`src/design/upper_envelope_line_table_unit_defines.svh`:
```
// Assertion macros shared by the upper envelope line table RTL.
// Each macro expects signals named clk and rst in the scope where it is used.
`ifndef UPPER_ENVELOPE_LINE_TABLE_UNIT_DEFINES_SVH
`define UPPER_ENVELOPE_LINE_TABLE_UNIT_DEFINES_SVH

// A condition that must hold at every clock edge outside reset.
`define UELT_ASSERT_ALWAYS(lbl, cond, msg) \
  lbl: assert property (@(posedge clk) disable iff (rst) (cond)) else $error(msg);

// An implication checked in the same cycle.
`define UELT_ASSERT_IMP(lbl, pre, post, msg) \
  lbl: assert property (@(posedge clk) disable iff (rst) (pre) |-> (post)) \
    else $error(msg);

`endif

```
`src/design/uelt_pkg.sv`:
```
// Shared types, constants and command codes of the upper envelope line table.
// Used by the divider, datapath, controller and top level; depends on nothing.
package uelt_pkg;

  localparam int MAX_LINES = 64;
  localparam int IDX_W     = $clog2(MAX_LINES);
  localparam int CNT_W     = $clog2(MAX_LINES + 1);

  localparam int SLOPE_W = 16;
  localparam int ICPT_W  = 32;
  localparam int X_W     = 32;
  localparam int BP_W    = 52;
  localparam int VAL_W   = 63;
  localparam int FRAC_W  = 16;
  localparam int PROD_W  = SLOPE_W + X_W;

  // Breakpoints saturate at this magnitude.
  localparam logic signed [BP_W-1:0] BP_INF = 52'sd9999999999999;

  // Divider operand widths: intercept difference scaled by 2^16 over slope difference.
  localparam int NUM_W     = ICPT_W + 1 + FRAC_W;
  localparam int DEN_W     = SLOPE_W + 1;
  localparam int DIV_STEPS = NUM_W;
  localparam int DIV_CNT_W = $clog2(DIV_STEPS + 1);

  localparam logic MODE_INSERT = 1'b0;
  localparam logic MODE_QUERY  = 1'b1;

  localparam logic [1:0] STATUS_OK    = 2'd0;
  localparam logic [1:0] STATUS_FULL  = 2'd1;
  localparam logic [1:0] STATUS_EMPTY = 2'd2;

  typedef struct packed {
    logic                      mode;
    logic signed [SLOPE_W-1:0] slope;
    logic signed [ICPT_W-1:0]  intercept;
    logic signed [X_W-1:0]     query_x;
  } item_t;

  typedef struct packed {
    logic signed [VAL_W-1:0] value;
    logic [1:0]              status;
  } result_t;

  typedef struct packed {
    logic signed [SLOPE_W-1:0] slope;
    logic signed [ICPT_W-1:0]  intercept;
    logic signed [BP_W-1:0]    breakpoint;
  } entry_t;

  // Datapath command codes.
  localparam int OP_W = 5;
  localparam logic [OP_W-1:0] OP_NONE      = 5'd0;
  localparam logic [OP_W-1:0] OP_LATCH     = 5'd1;
  localparam logic [OP_W-1:0] OP_RD_I      = 5'd2;
  localparam logic [OP_W-1:0] OP_I_INC     = 5'd3;
  localparam logic [OP_W-1:0] OP_Q_HOLD    = 5'd4;
  localparam logic [OP_W-1:0] OP_MUL       = 5'd5;
  localparam logic [OP_W-1:0] OP_ADD       = 5'd6;
  localparam logic [OP_W-1:0] OP_RES_OK    = 5'd7;
  localparam logic [OP_W-1:0] OP_RES_FULL  = 5'd8;
  localparam logic [OP_W-1:0] OP_RES_EMPTY = 5'd9;
  localparam logic [OP_W-1:0] OP_SH_START  = 5'd10;
  localparam logic [OP_W-1:0] OP_SH_RD     = 5'd11;
  localparam logic [OP_W-1:0] OP_SH_WR     = 5'd12;
  localparam logic [OP_W-1:0] OP_WNEW      = 5'd13;
  localparam logic [OP_W-1:0] OP_RD_A      = 5'd14;
  localparam logic [OP_W-1:0] OP_RD_B      = 5'd15;
  localparam logic [OP_W-1:0] OP_GET_B     = 5'd16;
  localparam logic [OP_W-1:0] OP_BP_INF    = 5'd17;
  localparam logic [OP_W-1:0] OP_BP_EQ     = 5'd18;
  localparam logic [OP_W-1:0] OP_DIV       = 5'd19;
  localparam logic [OP_W-1:0] OP_BP_DIV    = 5'd20;
  localparam logic [OP_W-1:0] OP_CUT_WR    = 5'd21;
  localparam logic [OP_W-1:0] OP_RM_START  = 5'd22;
  localparam logic [OP_W-1:0] OP_RM_RD     = 5'd23;
  localparam logic [OP_W-1:0] OP_RM_WR     = 5'd24;
  localparam logic [OP_W-1:0] OP_RM_END    = 5'd25;
  localparam logic [OP_W-1:0] OP_S5        = 5'd26;
  localparam logic [OP_W-1:0] OP_S6        = 5'd27;

  typedef struct packed {
    logic [OP_W-1:0] op;
  } cmd_t;

  typedef struct packed {
    logic mode;
    logic n_zero;
    logic n_full;
    logic i_eq_n;
    logic i_last;
    logic k_le;
    logic bp_lt_x;
    logic j_eq_pos;
    logic j1_ge_n;
    logic b_ge_n;
    logic same_k;
    logic cov;
    logic ge;
    logic x_zero;
    logic y_zero;
    logic div_done;
    logic out_free;
  } sts_t;

endpackage

```
`src/design/uelt_ctrl.sv`:
```
// Controller state machine sequencing queries, inserts, cuts and removals.
// Depends on uelt_pkg for command codes and the status struct.
module uelt_ctrl (
  input  logic           clk,
  input  logic           rst,
  input  logic           item_valid,
  output logic           item_ready,
  input  uelt_pkg::sts_t sts,
  output uelt_pkg::cmd_t cmd
);
  import uelt_pkg::*;

  localparam logic [4:0] ST_IDLE     = 5'd0;
  localparam logic [4:0] ST_DISP     = 5'd1;
  localparam logic [4:0] ST_EMPTY    = 5'd2;
  localparam logic [4:0] ST_FULL     = 5'd3;
  localparam logic [4:0] ST_Q_RD     = 5'd4;
  localparam logic [4:0] ST_Q_CHK    = 5'd5;
  localparam logic [4:0] ST_Q_MUL    = 5'd6;
  localparam logic [4:0] ST_Q_ADD    = 5'd7;
  localparam logic [4:0] ST_F_RD     = 5'd8;
  localparam logic [4:0] ST_F_CHK    = 5'd9;
  localparam logic [4:0] ST_SH_RD    = 5'd10;
  localparam logic [4:0] ST_SH_WR    = 5'd11;
  localparam logic [4:0] ST_WNEW     = 5'd12;
  localparam logic [4:0] ST_C_RDA    = 5'd13;
  localparam logic [4:0] ST_C_RDB    = 5'd14;
  localparam logic [4:0] ST_C_GETB   = 5'd15;
  localparam logic [4:0] ST_C_CALC   = 5'd16;
  localparam logic [4:0] ST_C_DIV    = 5'd17;
  localparam logic [4:0] ST_C_WR     = 5'd18;
  localparam logic [4:0] ST_C_NEXT   = 5'd19;
  localparam logic [4:0] ST_RM_RD    = 5'd20;
  localparam logic [4:0] ST_RM_WR    = 5'd21;
  localparam logic [4:0] ST_S5       = 5'd22;
  localparam logic [4:0] ST_S6       = 5'd23;
  localparam logic [4:0] ST_CMP      = 5'd24;
  localparam logic [4:0] ST_INS_DONE = 5'd25;

  // Which part of the insert a shared cut or removal belongs to.
  localparam logic [2:0] PH_S4  = 3'd0;
  localparam logic [2:0] PH_S5A = 3'd1;
  localparam logic [2:0] PH_S5B = 3'd2;
  localparam logic [2:0] PH_S6  = 3'd3;
  localparam logic [2:0] PH_S6C = 3'd4;

  logic [4:0] state;
  logic [4:0] state_next;
  logic [2:0] phase;
  logic [2:0] phase_next;

  always_ff @(posedge clk) begin
    if (rst) begin
      state <= ST_IDLE;
      phase <= PH_S4;
    end else begin
      state <= state_next;
      phase <= phase_next;
    end
  end

  // Next state and command.
  always_comb begin
    state_next = state;
    phase_next = phase;
    cmd.op     = OP_NONE;
    item_ready = 1'b0;
    unique case (state)
      ST_IDLE: begin
        item_ready = 1'b1;
        if (item_valid) begin
          cmd.op     = OP_LATCH;
          state_next = ST_DISP;
        end
      end
      ST_DISP: begin
        if (sts.mode == MODE_QUERY) begin
          state_next = sts.n_zero ? ST_EMPTY : ST_Q_RD;
        end else begin
          state_next = sts.n_full ? ST_FULL : ST_F_RD;
        end
      end
      ST_EMPTY: begin
        if (sts.out_free) begin
          cmd.op     = OP_RES_EMPTY;
          state_next = ST_IDLE;
        end
      end
      ST_FULL: begin
        if (sts.out_free) begin
          cmd.op     = OP_RES_FULL;
          state_next = ST_IDLE;
        end
      end
      ST_Q_RD: begin
        cmd.op     = OP_RD_I;
        state_next = ST_Q_CHK;
      end
      ST_Q_CHK: begin
        if (!sts.i_last && sts.bp_lt_x) begin
          cmd.op     = OP_I_INC;
          state_next = ST_Q_RD;
        end else begin
          cmd.op     = OP_Q_HOLD;
          state_next = ST_Q_MUL;
        end
      end
      ST_Q_MUL: begin
        cmd.op     = OP_MUL;
        state_next = ST_Q_ADD;
      end
      ST_Q_ADD: begin
        if (sts.out_free) begin
          cmd.op     = OP_ADD;
          state_next = ST_IDLE;
        end
      end
      ST_F_RD: begin
        if (sts.i_eq_n) begin
          cmd.op     = OP_SH_START;
          state_next = ST_SH_RD;
        end else begin
          cmd.op     = OP_RD_I;
          state_next = ST_F_CHK;
        end
      end
      ST_F_CHK: begin
        if (sts.k_le) begin
          cmd.op     = OP_I_INC;
          state_next = ST_F_RD;
        end else begin
          cmd.op     = OP_SH_START;
          state_next = ST_SH_RD;
        end
      end
      ST_SH_RD: begin
        if (sts.j_eq_pos) begin
          state_next = ST_WNEW;
        end else begin
          cmd.op     = OP_SH_RD;
          state_next = ST_SH_WR;
        end
      end
      ST_SH_WR: begin
        cmd.op     = OP_SH_WR;
        state_next = ST_SH_RD;
      end
      ST_WNEW: begin
        cmd.op     = OP_WNEW;
        phase_next = PH_S4;
        state_next = ST_C_RDA;
      end
      ST_C_RDA: begin
        cmd.op     = OP_RD_A;
        state_next = ST_C_RDB;
      end
      ST_C_RDB: begin
        cmd.op     = OP_RD_B;
        state_next = ST_C_GETB;
      end
      ST_C_GETB: begin
        cmd.op     = OP_GET_B;
        state_next = (phase == PH_S6) ? ST_CMP : ST_C_CALC;
      end
      ST_CMP: begin
        if (sts.ge) begin
          cmd.op     = OP_RM_START;
          phase_next = PH_S6C;
          state_next = ST_RM_RD;
        end else begin
          state_next = ST_INS_DONE;
        end
      end
      ST_C_CALC: begin
        if (sts.b_ge_n) begin
          cmd.op     = OP_BP_INF;
          state_next = ST_C_WR;
        end else if (sts.same_k) begin
          cmd.op     = OP_BP_EQ;
          state_next = ST_C_WR;
        end else begin
          cmd.op     = OP_DIV;
          state_next = ST_C_DIV;
        end
      end
      ST_C_DIV: begin
        if (sts.div_done) begin
          cmd.op     = OP_BP_DIV;
          state_next = ST_C_WR;
        end
      end
      ST_C_WR: begin
        cmd.op     = OP_CUT_WR;
        state_next = ST_C_NEXT;
      end
      ST_C_NEXT: begin
        if ((phase == PH_S4 || phase == PH_S5A) && sts.cov) begin
          cmd.op     = OP_RM_START;
          state_next = ST_RM_RD;
        end else if (phase == PH_S4) begin
          state_next = ST_S5;
        end else begin
          state_next = ST_S6;
        end
      end
      ST_RM_RD: begin
        if (sts.j1_ge_n) begin
          cmd.op     = OP_RM_END;
          state_next = ST_C_RDA;
          if (phase == PH_S5A) begin
            phase_next = PH_S5B;
          end
        end else begin
          cmd.op     = OP_RM_RD;
          state_next = ST_RM_WR;
        end
      end
      ST_RM_WR: begin
        cmd.op     = OP_RM_WR;
        state_next = ST_RM_RD;
      end
      ST_S5: begin
        if (sts.y_zero) begin
          state_next = ST_INS_DONE;
        end else begin
          cmd.op     = OP_S5;
          phase_next = PH_S5A;
          state_next = ST_C_RDA;
        end
      end
      ST_S6: begin
        if (sts.x_zero) begin
          state_next = ST_INS_DONE;
        end else begin
          cmd.op     = OP_S6;
          phase_next = PH_S6;
          state_next = ST_C_RDA;
        end
      end
      ST_INS_DONE: begin
        if (sts.out_free) begin
          cmd.op     = OP_RES_OK;
          state_next = ST_IDLE;
        end
      end
      default: begin
        state_next = ST_IDLE;
      end
    endcase
  end

endmodule

```
`config.mk`:
```
export PLATFORM = sky130hd
export DESIGN_NAME = uelt_ctrl
export DESIGN_NICKNAME = d
export VERILOG_FILES = /design/src/design/upper_envelope_line_table_unit_defines.svh /design/src/design/uelt_pkg.sv /design/src/design/uelt_ctrl.sv
export SDC_FILE = /design/constraint.sdc
export NUM_CORES = 1
export LEC_CHECK = 0
export BUFFER_PORTS_ARGS = -buffer_cell sky130_fd_sc_hd__buf_2
export CORE_MARGIN = 2
export CORE_UTILIZATION = 60
export CTS_CLUSTER_SIZE = 25
export DETAILED_ROUTE_END_ITERATION = 12
export HOLD_SLACK_MARGIN = 0.12
export PLACE_DENSITY = 0.86
export SETUP_SLACK_MARGIN = 0.15
export SYNTH_ARGS = -nofsm -noshare
export SYNTH_HDL_FRONTEND = slang
export SYNTH_SLANG_ARGS = --single-unit
```
`constraint.sdc`:
```
create_clock -name clk -period 2.7 [get_ports clk]
set_input_delay 0.135 -clock clk [delete_from_list [all_inputs] [get_ports clk]]
set_output_delay 0.135 -clock clk [all_outputs]
set_load 0.02 [all_outputs]
```
==> results of run 1 <==
==> final cells by class <==
class / instances / area, um2 / area share, %
multi-input cells: 172 / 1080 / 72.2
repair buffers: 32 / 178 / 11.9
flip-flops and latches: 8 / 163 / 10.9
inverters: 5 / 18.8 / 1.25
clock buffers: 3 / 22.5 / 1.50
well taps: 28 / 35.0 / 2.34
==> how the worst max path moves through the flow <==
stage               cells past startpoint      to  slack, ps                  start
floorplan                               5  cmd[1]        970  state[3]$_SDFFE_PP0P_
global placement                        6  cmd[1]        530  state[0]$_SDFFE_PP0P_
detailed placement                      6  cmd[1]        530  state[0]$_SDFFE_PP0P_
CTS                                     6  cmd[1]        260  state[0]$_SDFFE_PP0P_
global route                            7  cmd[0]        200  state[2]$_SDFFE_PP0P_
finish                                  6  cmd[2]        300  state[4]$_SDFFE_PP0P_
==> repair_timing <==
action / in CTS / in global routing
setup endpoints to repair: 0 / 2
buffers inserted: 0 / 0
resized for setup: 0 / 2
==> layer usage <==
metal	vias up	track usage, %	routed length (um)
met5	-	0	0
met4	0	15.4	157
met3	28	4.31	555
met2	161	55.3	2010
met1	772	51.2	1840
li1	814	-	-
==> through the flow <==
stage,utilization (%),setup slack [ps],std cells
5_1_grt,69.0,200,248
3_5_place_dp,67.9,527,245
4_1_cts,68.9,259,248
6_report,69.0,301,248
2_1_floorplan,-,968,203
3_3_place_gp,67.9,533,245
==> layout by cell type (no fill, tap or decap), types with 7 or more instances in the layout <==
cell / netlist / layout
nor2b_1: 10 / 10
nand3_1: 8 / 8
buf_4: 1 / 7
nand3b_1: 7 / 7
a21oi_1: 18 / 18
nand2b_1: 14 / 14
nor2_1: 17 / 17
buf_2: 14 / 25
nand2_1: 14 / 14
o21ai_0: 12 / 12
==> worst register-to-register path, cell delays in order (launching register included) <==
cell      delay (ps)
dfxtp_2          490
buf_4            290
mux2_2           410
nor2_1           260
o221ai_1         240
a32oi_1          210
nor2_1            60
==> cell families (layout without fill, tap and decap cells) <==
logic type / after synthesis / in the layout / share of synthesized area [%]
muxes: 1 / 1 / 0.830
AOI/OAI and AO/OA: 70 / 70 / 35.7
and+or+nand+nor: 101 / 101 / 43.2
DFF: 8 / 8 / 11.8
buffers and inverters: 23 / 40 / 8.49
==> sequential cells by signal, indices dropped and copies added, names as in the netlist <==
name / cells
phase: 3
state: 5
==> report_power, final <==
part | leakage (nW) | internal, mW | switching, mW | total (mW)
clock network | 0.0138 | 0.0505 | 0.0361 | 0.0866
logic | 0.464 | 0.244 | 0.389 | 0.633
registers | 0.0656 | 0.137 | 0.0623 | 0.199
==> run metrics, run 1 <==
number of max-cap violations 0; largest net degree at the start of global routing 21; Final ANT Viol Nets 0; worst r2r path cells 6; 1st-iter DRT viols between 150 and 200; Final Critical Period about 2400 ps; P_leak 0.543 nW; Nets about 240; critical-path cell list or3b_1 > or3_1 > o31ai_1 > nand3b_1 > nand3b_1 > buf_2; CTS tree built; Setup TNS 0 ps; Synth top area share 11.8%; Top Ports 26; CP Capture Type primary output; drt pass-1 iters 5; final hold slack 167 ps; hold crit path type input port to register; Post-synth EDFFs 0; first-pass GRT wire length 7250 um; Worst R2R End phase[1]$_SDFFE_PP0P_; clock latency on the worst-skew pair between 200 and 300 ps; most frequent cell after synthesis a21oi_1; total die area around 2700 um2; mean post-synth cell area roughly 6.7 um2; cell count after synthesis 203; post-synth net total 223; synth cell count leaders a21oi_1 (18), nor2_1 (17), buf_2 (14), nand2_1 (14), nand2b_1 (14); Post-route DRC 0; Final period util between 80% and 90%; ys flop type dfxtp_1; worst-path fanout max 13; worst path arrival time roughly 2300 ps; sequential fraction of the synthesis area 11.8%; Max-slew headroom 66.1%; vias in the first global route 1,524; Crit path max-delay family simple AND/OR/NAND/NOR gates; Overflow after GRT 0; H-tree depth 1; GRT Overall Usage 36.2%; Clock Sinks 8; RSZ-0062 raised after global routing false; CP Data Required Time 2570 ps; most frequent CP cell nand3b_1; DP Area 1470 um2; Routability Congestion between 0.9 and 1; R2R Path Start state[0]$_SDFFE_PP0P_; f_max 0.417 GHz; Worst-path clk slew 50 ps; worst hold path startpoint rst; Final HPWL DP 3470 um; Synth warnings 0; vias 1,775; routed wire length 4560 um; Vias/cell 7.16; hold worst-path end state[2]$_SDFFE_PP0P_; share of cells above drive strength 1 19.1%; Hold Vio Cnt, Final 0; crit path launch type register; clk root buf clkbuf_4; top cell type by total area after synthesis dfxtp_1; die width 51.5 um; power density cells 613 nW/um2; Bufs on Longest Clock Path 2; critical path class register to primary output; wire per inst 18.4 um; Unique masters post-synth 55; die height ~50 um; Power Total 0.919 mW; Clock Skew 1.66 ps; CORE AREA 2170 um2; num rows 17; Synth async-reset ratio 0%; peak supply drop 0.000663 V; Initial Util approximately 63%; post-layout instance area 1500 um2; initial antenna violation count 0; Area Growth Syn to Fin 10.4%; number of CTS-inserted buffers 3; Slew Limit Fails 0; Worst Tran Pin Value 502 ps; Hold Path Depth 2; port bufs 25; Fillers approximately 210; cell area after synthesis 1360 um2; hold_buf cts 0; Worst path slowest cell dfxtp_1; slowest stage delay, CP ~600 ps; n_diodes 0; buffer and inverter count on the worst path 1; status completed; setup violators final 0; Synth Register Bits 8; reg2reg setup slack about 620 ps; most area-consuming cells after synthesis dfxtp_1 (12%), a21oi_1 (6.6%), nand2b_1 (6.5%), buf_2 (5.2%), nor2_1 (4.7%)
Power figures use the tool's default switching activity.
==> run 2, diff against run 1 <==
- MAX_ROUTING_LAYER: default -> met4
==> run metrics, run 2 (same netlist as run 1, synthesis figures left out) <==
CORE AREA 2170 um2 (unchanged); Overflow after GRT 0 (unchanged); CP Data Required Time 2570 ps (about the same); Bufs on Longest Clock Path 2 (unchanged); H-tree depth 1 (unchanged); total die area 2660 um2 (unchanged); Setup WS post-layout 299 ps (-1.44 ps); wire per inst 17.6 um (-4.2%); number of max-cap violations 0 (unchanged); Fillers 199 (-4.3%); max reg flops 5 (unchanged); DP Worst Slack 488 ps (-38.6 ps); RSZ-0062 raised after global routing false; largest net degree at the start of global routing 21 (unchanged); crit path launch type register; initial antenna violation count 0 (unchanged); largest reg by FF count state; die height 51.5 um (unchanged); clk root buf clkbuf_4; Vias/cell 6.95 (-2.9%); share of cells above drive strength 1 19.5% (+0.37 points); Nets 243 (+0.41%); Worst Tran Pin Value 537 ps (+35.6 ps); power density cells 607 nW/um2 (-0.99%); CTS tree built; routed wire length 4380 um (-3.9%); largest registers state: 5 flops, phase: 3 flops; worst path arrival time 2270 ps (about the same); vias 1,730 (-2.5%); Clock Sinks 8 (unchanged); commonest non-fill, non-tap cell in the layout buf_2; Setup TNS 0 ps (unchanged); hold crit path type input port to register; Post-route DRC 0 (unchanged); critical-path cell list or3b_1 > or3_1 > o31ai_1 > nand3b_1 > nand3b_1 > buf_2; Worst path slowest cell dfxtp_1; Final HPWL DP 3310 um (-4.7%); critical path class register to primary output; setup violators final 0 (unchanged); most frequent CP cell nand3b_1; port bufs 25 (unchanged); Worst Setup SP state[4]$_SDFFE_PP0P_; Inst Count DP 246 (+0.41%); buffer and inverter count on the worst path 1 (unchanged); first-pass GRT wire length 6990 um (-3.5%); f_max 0.417 GHz (about the same); Slew Limit Fails 0 (unchanged); number of CTS-inserted buffers 3 (unchanged); 1st-iter DRT viols 127 (-19%); Final Critical Period 2400 ps (+1.44 ps); final core area utilization 69.4% (+0.35 points); n_diodes 0 (unchanged); vias in the first global route 1,462 (-4.1%); CP Capture Type primary output; status completed; R2R Path Start state[0]$_SDFFE_PP0P_; Crit path max-delay family simple AND/OR/NAND/NOR gates; GRT Overall Usage 35.6% (-0.61 points); Final period util 88.9% (about the same); Clock Skew 4.20 ps (+2.55 ps); Routability Congestion 1.02 (+3.3%); Worst-path clk slew 50 ps (about the same); peak supply drop 0.000429 V (-35%); clock latency on the worst-skew pair 250 ps (about the same); Initial Util 62.5% (unchanged); num rows 17 (unchanged); die width 51.5 um (unchanged); worst-path fanout max 13 (unchanged); slowest stage delay, CP 590 ps (about the same); Area Growth Syn to Fin 11.0%; Final ANT Viol Nets 0 (unchanged); P_leak 0.548 nW (+0.99%); Post-Layout Cell Count 249 (+0.40%); Top Ports 26 (unchanged); most frequent cells in the layout buf_2 (25), a21oi_1 (18), nor2_1 (17), nand2b_1 (14), nand2_1 (14); hold_buf cts 0 (unchanged); Hold Vio Cnt, Final 0 (unchanged); drt pass-1 iters 5 (unchanged); Max-slew headroom 63.7% (-2.4 points); worst hold path startpoint rst
==> run 2: changes by cell type in the layout (fill, tap and decap cells not counted), sizes merged <==
cell,before,now
buf,32,33
==> run 2: power breakdown <==
part | total (mW) | internal (mW) | switching (mW)
Sequential | 0.195 | 0.137 | 0.0583
Clock | 0.0886 | 0.0507 | 0.0379
Combinational | 0.630 | 0.248 | 0.382
==> run 2: layout make-up <==
type | instances | area [um2] | share of cell area [%]
inverters | 5 | 18.8 | 1.25
repair buffers | 33 | 185 | 12.3
flip-flops and latches | 8 | 163 | 10.8
multi-input cells | 172 | 1080 | 71.8
clock buffers | 3 | 22.5 | 1.50
well taps | 28 | 35.0 | 2.33
==> run 2: final timing paths <==
path | depth (start not counted) | slack [ps] | to
worst max-delay path | 6 | 300 | cmd[2]
worst min-delay path | 2 | 150 | state[2]$_SDFFE_PP0P_
worst max register to register | 6 | 720 | phase[0]$_SDFFE_PP0P_
worst min register to register | 2 | 480 | phase[2]$_SDFFE_PP0P_
==> run 2: per-stage QoR <==
stage / power (mW) / cell area, um2 / hold WS (ps)
3_5_place_dp: 0.805 / 1480 / 416
6_report: 0.914 / 1510 / 154
4_1_cts: 0.898 / 1500 / 149
5_1_grt: 0.983 / 1510 / 150
3_3_place_gp: 0.805 / 1480 / 414
2_1_floorplan: 0.657 / 1360 / 390
==> run 2: per-layer routing <==
| layer | part of all wire [%] | GRT usage, % | vias up |
|---|---|---|---|
| li1 | - | - | 806 |
| met2 | 44 | 52.4 | 135 |
| met5 | 0 | - | - |
| met1 | 42 | 49.3 | 769 |
| met4 | 3.9 | 17.5 | 0 |
| met3 | 11 | 2.59 | 20 |
==> run 2: what timing repair did <==
action                                  CTS  global route
endpoints found under the setup margin    0             1
gates resized for setup                   0             2
setup buffers                             0             0
==> run 2: worst register-to-register path, stage by stage (launching register included) <==
cell      delay [ps]
dfxtp_2          520
buf_4            270
mux2_2           390
nor2_1           210
o221ai_1         210
a21oi_1          210
nor2_1            60
